`src/rtl/wsd_pkg.sv`:
```
package wsd_pkg;

    localparam logic KIND_HEADER  = 1'b0;
    localparam logic KIND_PAYLOAD = 1'b1;

    localparam int LEN_W = 63;

    typedef struct packed {
        logic             item_kind;
        logic             final_fragment;
        logic [2:0]       reserved_bits;
        logic [3:0]       frame_opcode;
        logic             was_masked;
        logic [LEN_W-1:0] payload_length;
        logic [7:0]       payload_byte;
        logic             frame_last;
        logic             length_error;
    } res_t;

endpackage

```
`src/rtl/websocket_frame_deframer.sv`:
```
// WebSocket (RFC 6455) receive deframer. Takes one stream byte per cycle on
// in_valid/in_stall and returns one header result per frame plus one unmasked
// result per payload byte on out_valid/out_stall; header bytes other than the
// one that completes the header, and payloads of frames whose 64-bit length has
// the top bit set, produce no result. Sustained rate is one byte per cycle while
// out_stall stays low, set by the single-pass parser; out_valid follows the accept
// through the input register, then a two-entry result buffer that lets the next
// byte in while a result waits to be taken.
module websocket_frame_deframer
    import wsd_pkg::*;
(
    input  logic             clk,
    input  logic             rst_n,
    input  logic             in_valid,
    output logic             in_stall,
    input  logic [7:0]       stream_byte,
    output logic             out_valid,
    input  logic             out_stall,
    output logic             item_kind,
    output logic             final_fragment,
    output logic [2:0]       reserved_bits,
    output logic [3:0]       frame_opcode,
    output logic             was_masked,
    output logic [LEN_W-1:0] payload_length,
    output logic [7:0]       payload_byte,
    output logic             frame_last,
    output logic             length_error
);

    logic       in_full_reg, in_full_next;
    logic [7:0] in_byte_reg;
    logic       advance;
    logic       accept;
    logic       space;
    logic       res_valid;
    res_t       res;
    res_t       out_data;

    assign advance  = in_full_reg && space;
    assign in_stall = in_full_reg && !space;
    assign accept   = in_valid && !in_stall;

    always_comb
    begin
        priority if (accept)
        begin
            in_full_next = 1'b1;
        end
        else if (advance)
        begin
            in_full_next = 1'b0;
        end
        else
        begin
            in_full_next = in_full_reg;
        end
    end

    always_ff @(posedge clk or negedge rst_n)
    begin
        if (!rst_n)
        begin
            in_full_reg <= 1'b0;
        end
        else
        begin
            in_full_reg <= in_full_next;
        end
    end

    always_ff @(posedge clk)
    begin
        if (accept)
        begin
            in_byte_reg <= stream_byte;
        end
    end

    wsd_parser u_parser (
        .clk       (clk),
        .rst_n     (rst_n),
        .step      (advance),
        .byte_in   (in_byte_reg),
        .res_valid (res_valid),
        .res       (res)
    );

    wsd_out_fifo u_out_fifo (
        .clk       (clk),
        .rst_n     (rst_n),
        .push      (advance && res_valid),
        .push_data (res),
        .has_space (space),
        .pop_valid (out_valid),
        .pop_stall (out_stall),
        .pop_data  (out_data)
    );

    assign item_kind      = out_data.item_kind;
    assign final_fragment = out_data.final_fragment;
    assign reserved_bits  = out_data.reserved_bits;
    assign frame_opcode   = out_data.frame_opcode;
    assign was_masked     = out_data.was_masked;
    assign payload_length = out_data.payload_length;
    assign payload_byte   = out_data.payload_byte;
    assign frame_last     = out_data.frame_last;
    assign length_error   = out_data.length_error;

`ifndef SYNTHESIS
    a_stall_only_when_full: assert property (@(posedge clk) disable iff (!rst_n)
        in_stall |-> in_full_reg && !space)
        else $error("input stalled without a blocked request");

    a_held_byte_kept: assert property (@(posedge clk) disable iff (!rst_n)
        in_full_reg && !advance |=> in_full_reg)
        else $error("pending input byte dropped");

    a_stall_releases: assert property (@(posedge clk) disable iff (!rst_n)
        in_stall && out_valid && !out_stall |=> !in_stall || advance)
        else $error("input stall did not release after output drained");
`endif

endmodule

```
`src/rtl/wsd_parser.sv`:
```
module wsd_parser
    import wsd_pkg::*;
(
    input  logic       clk,
    input  logic       rst_n,
    input  logic       step,
    input  logic [7:0] byte_in,
    output logic       res_valid,
    output res_t       res
);

    localparam logic [2:0] PH_HDR0 = 3'd0;
    localparam logic [2:0] PH_HDR1 = 3'd1;
    localparam logic [2:0] PH_EXT  = 3'd2;
    localparam logic [2:0] PH_KEY  = 3'd3;
    localparam logic [2:0] PH_DATA = 3'd4;
    localparam logic [2:0] PH_SKIP = 3'd5;

    logic [2:0]       phase_reg, phase_next;
    logic [7:0]       flags_reg, flags_next;
    logic             mask_reg, mask_next;
    logic [3:0]       cnt_reg, cnt_next;
    logic [63:0]      acc_reg, acc_next;
    logic [31:0]      key_reg, key_next;
    logic [1:0]       mpos_reg, mpos_next;
    logic [LEN_W-1:0] rem_reg, rem_next;

    logic [6:0]       len7;
    logic [3:0]       cnt_dec;
    logic [LEN_W-1:0] rem_dec;
    logic [7:0]       key_byte;
    logic             hdr_done;
    logic             data_out;
    logic             data_last;

    assign len7    = byte_in[6:0];
    assign cnt_dec = cnt_reg - 4'd1;
    assign rem_dec = rem_reg - LEN_W'(1);

    always_comb
    begin
        unique case (mpos_reg)
            2'd0: key_byte = key_reg[31:24];
            2'd1: key_byte = key_reg[23:16];
            2'd2: key_byte = key_reg[15:8];
            default: key_byte = key_reg[7:0];
        endcase
    end

    always_comb
    begin
        phase_next = phase_reg;
        flags_next = flags_reg;
        mask_next  = mask_reg;
        cnt_next   = cnt_reg;
        acc_next   = acc_reg;
        key_next   = key_reg;
        mpos_next  = mpos_reg;
        rem_next   = rem_reg;
        hdr_done   = 1'b0;
        data_out   = 1'b0;
        data_last  = 1'b0;

        unique case (phase_reg)
            PH_HDR1:
            begin
                mask_next = byte_in[7];
                acc_next  = 64'd0;
                key_next  = 32'd0;
                mpos_next = 2'd0;
                if (len7 == 7'd126 || len7 == 7'd127)
                begin
                    cnt_next   = (len7 == 7'd126) ? 4'd2 : 4'd8;
                    phase_next = PH_EXT;
                end
                else
                begin
                    acc_next = {57'd0, len7};
                    if (byte_in[7])
                    begin
                        phase_next = PH_KEY;
                        cnt_next   = 4'd4;
                    end
                    else
                    begin
                        hdr_done = 1'b1;
                    end
                end
            end
            PH_EXT:
            begin
                acc_next = {acc_reg[55:0], byte_in};
                cnt_next = cnt_dec;
                if (cnt_dec == 4'd0)
                begin
                    if (mask_reg)
                    begin
                        phase_next = PH_KEY;
                        cnt_next   = 4'd4;
                    end
                    else
                    begin
                        hdr_done = 1'b1;
                    end
                end
            end
            PH_KEY:
            begin
                key_next = {key_reg[23:0], byte_in};
                cnt_next = cnt_dec;
                if (cnt_dec == 4'd0)
                begin
                    hdr_done = 1'b1;
                end
            end
            PH_DATA:
            begin
                mpos_next = mpos_reg + 2'd1;
                rem_next  = rem_dec;
                data_out  = 1'b1;
                data_last = (rem_dec == '0);
                if (data_last)
                begin
                    phase_next = PH_HDR0;
                end
            end
            PH_SKIP:
            begin
                rem_next = rem_dec;
                if (rem_dec == '0)
                begin
                    phase_next = PH_HDR0;
                end
            end
            default:
            begin
                flags_next = byte_in;
                phase_next = PH_HDR1;
            end
        endcase

        // header complete: load the byte count and pick payload handling
        if (hdr_done)
        begin
            rem_next  = acc_next[LEN_W-1:0];
            mpos_next = 2'd0;
            if (acc_next[LEN_W-1:0] == '0)
            begin
                phase_next = PH_HDR0;
            end
            else
            begin
                phase_next = acc_next[63] ? PH_SKIP : PH_DATA;
            end
        end
    end

    always_comb
    begin
        res_valid          = hdr_done || data_out;
        res.item_kind      = data_out ? KIND_PAYLOAD : KIND_HEADER;
        res.final_fragment = flags_reg[7];
        res.reserved_bits  = flags_reg[6:4];
        res.frame_opcode   = flags_reg[3:0];
        res.was_masked     = mask_next;
        res.payload_length = acc_next[LEN_W-1:0];
        res.payload_byte   = data_out ? (byte_in ^ key_byte) : 8'd0;
        res.frame_last     = data_out ? data_last : (acc_next[LEN_W-1:0] == '0);
        res.length_error   = hdr_done && acc_next[63];
    end

    always_ff @(posedge clk or negedge rst_n)
    begin
        if (!rst_n)
        begin
            phase_reg <= PH_HDR0;
            flags_reg <= 8'd0;
            mask_reg  <= 1'b0;
            cnt_reg   <= 4'd0;
            acc_reg   <= 64'd0;
            key_reg   <= 32'd0;
            mpos_reg  <= 2'd0;
            rem_reg   <= '0;
        end
        else if (step)
        begin
            phase_reg <= phase_next;
            flags_reg <= flags_next;
            mask_reg  <= mask_next;
            cnt_reg   <= cnt_next;
            acc_reg   <= acc_next;
            key_reg   <= key_next;
            mpos_reg  <= mpos_next;
            rem_reg   <= rem_next;
        end
    end

`ifndef SYNTHESIS
    a_payload_only_in_data: assert property (@(posedge clk) disable iff (!rst_n)
        step && res_valid && res.item_kind == KIND_PAYLOAD |-> phase_reg == PH_DATA)
        else $error("payload result outside data phase");

    a_skip_silent: assert property (@(posedge clk) disable iff (!rst_n)
        step && phase_reg == PH_SKIP |-> !res_valid)
        else $error("result produced while skipping bad-length payload");

    a_open_frame_enters_data: assert property (@(posedge clk) disable iff (!rst_n)
        step && res_valid && res.item_kind == KIND_HEADER && !res.frame_last
        && !res.length_error |=> phase_reg == PH_DATA && mpos_reg == 2'd0)
        else $error("header with payload did not enter data phase");

    a_last_returns_hdr: assert property (@(posedge clk) disable iff (!rst_n)
        step && res_valid && res.frame_last |=> phase_reg == PH_HDR0)
        else $error("frame end did not return to header parsing");
`endif

endmodule

```
`src/rtl/wsd_out_fifo.sv`:
```
module wsd_out_fifo
    import wsd_pkg::*;
(
    input  logic clk,
    input  logic rst_n,
    input  logic push,
    input  res_t push_data,
    output logic has_space,
    output logic pop_valid,
    input  logic pop_stall,
    output res_t pop_data
);

    res_t       mem [2];
    logic       wr_ptr_reg, wr_ptr_next;
    logic       rd_ptr_reg, rd_ptr_next;
    logic [1:0] count_reg, count_next;
    logic       pop;

    assign has_space = (count_reg != 2'd2);
    assign pop_valid = (count_reg != 2'd0);
    assign pop       = pop_valid && !pop_stall;
    assign pop_data  = mem[rd_ptr_reg];

    always_comb
    begin
        wr_ptr_next = push ? ~wr_ptr_reg : wr_ptr_reg;
        rd_ptr_next = pop ? ~rd_ptr_reg : rd_ptr_reg;
        count_next  = count_reg + {1'b0, push} - {1'b0, pop};
    end

    always_ff @(posedge clk)
    begin
        if (push)
        begin
            mem[wr_ptr_reg] <= push_data;
        end
    end

    always_ff @(posedge clk or negedge rst_n)
    begin
        if (!rst_n)
        begin
            wr_ptr_reg <= 1'b0;
            rd_ptr_reg <= 1'b0;
            count_reg  <= 2'd0;
        end
        else
        begin
            wr_ptr_reg <= wr_ptr_next;
            rd_ptr_reg <= rd_ptr_next;
            count_reg  <= count_next;
        end
    end

`ifndef SYNTHESIS
    a_no_overflow: assert property (@(posedge clk) disable iff (!rst_n)
        push |-> count_reg != 2'd2)
        else $error("result pushed into full buffer");

    a_count_bound: assert property (@(posedge clk) disable iff (!rst_n)
        count_reg != 2'd3)
        else $error("result buffer count out of range");

    a_ptr_count: assert property (@(posedge clk) disable iff (!rst_n)
        count_reg == 2'd1 |-> wr_ptr_reg != rd_ptr_reg)
        else $error("pointers disagree with count");
`endif

endmodule
```
`config.mk`:
```
export PLATFORM = sky130hd
export DESIGN_NAME = websocket_frame_deframer
export DESIGN_NICKNAME = d
export VERILOG_FILES = /design/src/rtl/wsd_pkg.sv /design/src/rtl/websocket_frame_deframer.sv /design/src/rtl/wsd_parser.sv /design/src/rtl/wsd_out_fifo.sv
export SDC_FILE = /design/constraint.sdc
export NUM_CORES = 1
export LEC_CHECK = 0
export BUFFER_PORTS_ARGS = -buffer_cell sky130_fd_sc_hd__buf_2
export CORE_MARGIN = 5
export CORE_UTILIZATION = 50
export DETAILED_ROUTE_END_ITERATION = 16
export GPL_ROUTABILITY_DRIVEN = 1
export PLACE_DENSITY_LB_ADDON = 0.1
export SLEW_MARGIN = 30
export SYNTH_ARGS = -nofsm -noshare
export SYNTH_HDL_FRONTEND = slang
export SYNTH_HIERARCHICAL = 1
export SYNTH_SLANG_ARGS = --single-unit
```
`constraint.sdc`:
```
create_clock -name clk -period 7.7 [get_ports clk]
set_clock_uncertainty 0.15 [all_clocks]
set_input_delay 1.155 -clock clk [delete_from_list [all_inputs] [get_ports clk]]
set_output_delay 1.155 -clock clk [all_outputs]
set_load 0.01 [all_outputs]
```
==> impl_metrics.csv <==
group,metric,value,unit
final_layout,final_common_cell,"sky130_fd_sc_hd__dfrtp_1",
clock_tree,clock_insertion_delay_worst_skew,0.54,ns
timing,period_share,0.597,
timing,timing.final.setup_violations,0,
die,die_area,40700,um2
routing,total_via_count_after_detailed_routing,13519,
final_layout,largest_register_ffs,166,
critical_path,required,7.71,ns
clock_tree,cts_hold_repair.buffers,0,
final_layout,num-fill-cells,3153,
final_layout,fin_util,0.547,
final_layout,syn2layout_area_growth,8.24,%
yosys,synthesis.instances,1710,
timing,final.setup.tns,0,ns
hold_path,class_of_the_tightest_hold_or_removal_check,"reg2reg",
die,fp.dieW,202,um
die,ioPinCount,97,
clock_tree,cts_made_buffers,39,
critical_path,regToRegSetupSlack,3.10,ns
timing,hold_viol_final,0,
place,placed_cell_area,18600,um2
routing,drt-vias-per-instance,6.21,
final_layout,seq_area,9780,um2
critical_path,timing.critical_path.buf_inv,1,
yosys,synth_ff_type,"sky130_fd_sc_hd__dfrtp_1",
critical_path,crit_type,"reg2reg",
critical_path,max_stage_delay,0.92,ns
final_layout,multiInputGateArea,7400,um2
timing,period_needed,4.60,ns
clock_tree,htreeDepth,2,
timing,timing.hold.ws,0.320,ns
timing,max-slew-margin-rel,0.361,
routing,detail_route.drc_violations,0,
pwr,leakage_power,7.86,nW
place,buffer_ports.inserted,96,
hold_path,worstHoldPathCells,0,
final_layout,fraction_of_final_layout_cells_sized_beyond_drive_strength_1,0.194,
pwr,power_per_cell_area,447,nW/um2
yosys,yosys_warnings,6,
final_layout,num-nets-final,1702,
global_routing,antenna_violations_before_repair,0,
clock_tree,ctsRootBufferMaster,"sky130_fd_sc_hd__clkbuf_16",
yosys,synth_enable_flop_cells,174,
critical_path,worstPathCellList,"nor3b_2 -> o2bb2a_4 -> nand2_1 -> and3_1 -> nor2b_4 -> buf_4",
global_routing,grtUsageTotal,0.245,
timing,max_clk_rate,217,MHz
critical_path,cp.arrival,4.61,ns
clock_tree,cts_tree,"yes",
place,gpl.final_weighted_congestion,0.984,
final_layout,diodes,0,
die,fp.dieH,202,um
global_routing,gr-total-overflow,0,
timing,worst_slew_pin_slew,0.958,ns
clock_tree,cts_buffer_depth,3,
routing,detail_route.wl_per_cell,23.5,um
place,post-place-cells,2107,
global_routing,grt_first_pass_wirelength,78.5,mm
yosys,yosysUniqueCellTypes,85,
yosys,synth_fp_nets,1732,
yosys,synth.ff_latch_count,356,
clock_tree,postCtsResizedCells,0,
routing,drt-total-wl,51.1,mm
die,row_count,70,
timing,report.final.slew_viol_count,0,
final_layout,final-instance-count-excl-fill,2178,
critical_path,critPathLaunchType,"flip-flop",
yosys,synthesis.area,18400,um2
run,maxCapViolations,0,
final_layout,mostFrequentLayoutCells,"181 x sky130_fd_sc_hd__dfrtp_1, 174 x sky130_fd_sc_hd__edfxtp_1, 158 x sky130_fd_sc_hd__nand2_1",
die,core,36400,um2
global_routing,largest_net_degree_at_the_start_of_global_routing,96,
critical_path,path_delay_family,"simple AND/OR/NAND/NOR gates",
critical_path,critical_path.slowest_cell,"sky130_fd_sc_hd__dfrtp_1",
yosys,synth_sequential_area_ratio,0.532,
timing,unrepaired_setup_endpoints_after_global_routing,"false",
yosys,synth_async_sr_flop_share,0.511,
critical_path,rr_worst_depth,6,
routing,detail_route.first_pass.iterations,8,
clock_tree,worst_setup_hold_path_clk_slew,0.06,ns
routing,detailedRoute.firstIterationViolations,1614,
die,initial_core_utilization,0.505,
pwr,vdd.ir_drop.worst,206,uV
final_layout,stdcell_area,19900,um2
critical_path,critical_path_cell_count,6,
clock_tree,cts.sinks,356,
routing,drt.antenna.violating_nets,0,
critical_path,cp_max_fo,63,
global_routing,grt_pass1_vias,12638,
place,dp_hpwl,35.5,mm
outcome,run_status,"finished clean",
yosys,avgSynthCellArea,10.8,um2
critical_path,crit_path_end_kind,"flip-flop",
clock_tree,post-cts-setup-buffers,0,
==> logic make-up (layout without fill, tap and decap cells) <==
logic type,after synthesis,in the layout,share of synthesized area
adder cells (fa/ha/maj),10,10,0.00680
buffers and inverters,253,253,0.0703
multiplexers,117,117,0.0837
flip-flops,356,356,0.532
XOR/XNOR,32,32,0.0152
AND/OR/NAND/NOR,530,530,0.155
AO/OA/AOI/OAI,412,412,0.138
==> power breakdown <==
group / internal [mW] / switching [mW]
clock: 1.11 / 0.742
sequential: 2.74 / 0.710
combinational: 1.30 / 2.29
total: 5.16 / 3.75
==> through the flow <==
step	power (mW)	setup WS (ns)
3_3_place_gp	6.96	3.27
3_5_place_dp	7.01	3.17
2_1_floorplan	6.03	1.50
4_1_cts	8.90	3.16
5_1_grt	9.41	2.90
6_report	8.90	3.10
==> Yosys cell counts (10+ instances only) <==
cell                       count  area, um2
sky130_fd_sc_hd__dfrtp_1     182       4550
sky130_fd_sc_hd__edfxtp_1    174       5230
sky130_fd_sc_hd__nand2_1     158        593
sky130_fd_sc_hd__o21ai_0     133        666
sky130_fd_sc_hd__a21oi_1     117        586
sky130_fd_sc_hd__nor2_1      113        424
sky130_fd_sc_hd__clkbuf_1     88        330
sky130_fd_sc_hd__inv_1        70        263
sky130_fd_sc_hd__buf_4        67        503
sky130_fd_sc_hd__mux2_4       60        901
sky130_fd_sc_hd__mux2_2       55        619
sky130_fd_sc_hd__nand4_1      41        257
sky130_fd_sc_hd__nor4_1       34        213
sky130_fd_sc_hd__nand3_1      33        165
sky130_fd_sc_hd__a22oi_1      30        225
sky130_fd_sc_hd__a22o_1       29        254
sky130_fd_sc_hd__nor3_1       26        130
sky130_fd_sc_hd__xnor2_1      23        201
sky130_fd_sc_hd__a31oi_1      21        131
sky130_fd_sc_hd__nor4bb_1     16        160
sky130_fd_sc_hd__o22ai_1      16        100
sky130_fd_sc_hd__buf_2        13       65.1
sky130_fd_sc_hd__or4_1        13       97.6
sky130_fd_sc_hd__or3_1        11       68.8
sky130_fd_sc_hd__buf_6        10        113
sky130_fd_sc_hd__ha_1         10        125
==> worst reg2reg max path, delay by kind of cell, from the launching register on <==
kind	cells	cell delay (ns)
AO/OA/AOI/OAI	1	0.39
flip-flops	1	0.92
AND/OR/NAND/NOR	4	1.91
buffers and inverters	1	0.75
==> layer usage <==
metal | track usage | routed length [um] | vias to the layer above
li1 | - | - | 6171
met1 | 0.376 | 23500 | 6725
met2 | 0.360 | 22500 | 536
met3 | 0.0441 | 3800 | 87
met4 | 0.0632 | 1290 | 0
met5 | 0 | 0 | -
==> worst paths after layout <==
check	end	startpoint
max in group asynchronous	u_parser/acc_reg[52]	rst_n
worst min-delay path	u_out_fifo/mem[1][77]	u_parser/flags_reg[3]
worst min register to register	u_out_fifo/mem[1][77]	u_parser/flags_reg[3]
min in group asynchronous	u_parser/key_reg[19]	rst_n
worst max register to register	u_out_fifo/mem[0][28]	u_parser/phase_reg[0]
worst max-delay path	u_out_fifo/mem[0][28]	u_parser/phase_reg[0]
==> final cells by class <==
cell class / count / share of cell area
Multi-Input combinational cell: 1101 / 0.372
Clock inverter: 16 / 0.00785
Sequential cell: 356 / 0.491
Tap cell: 468 / 0.0294
Clock buffer: 55 / 0.0562
Timing Repair Buffer: 112 / 0.0306
Inverter: 70 / 0.0132
Power figures use the tool's default switching activity.
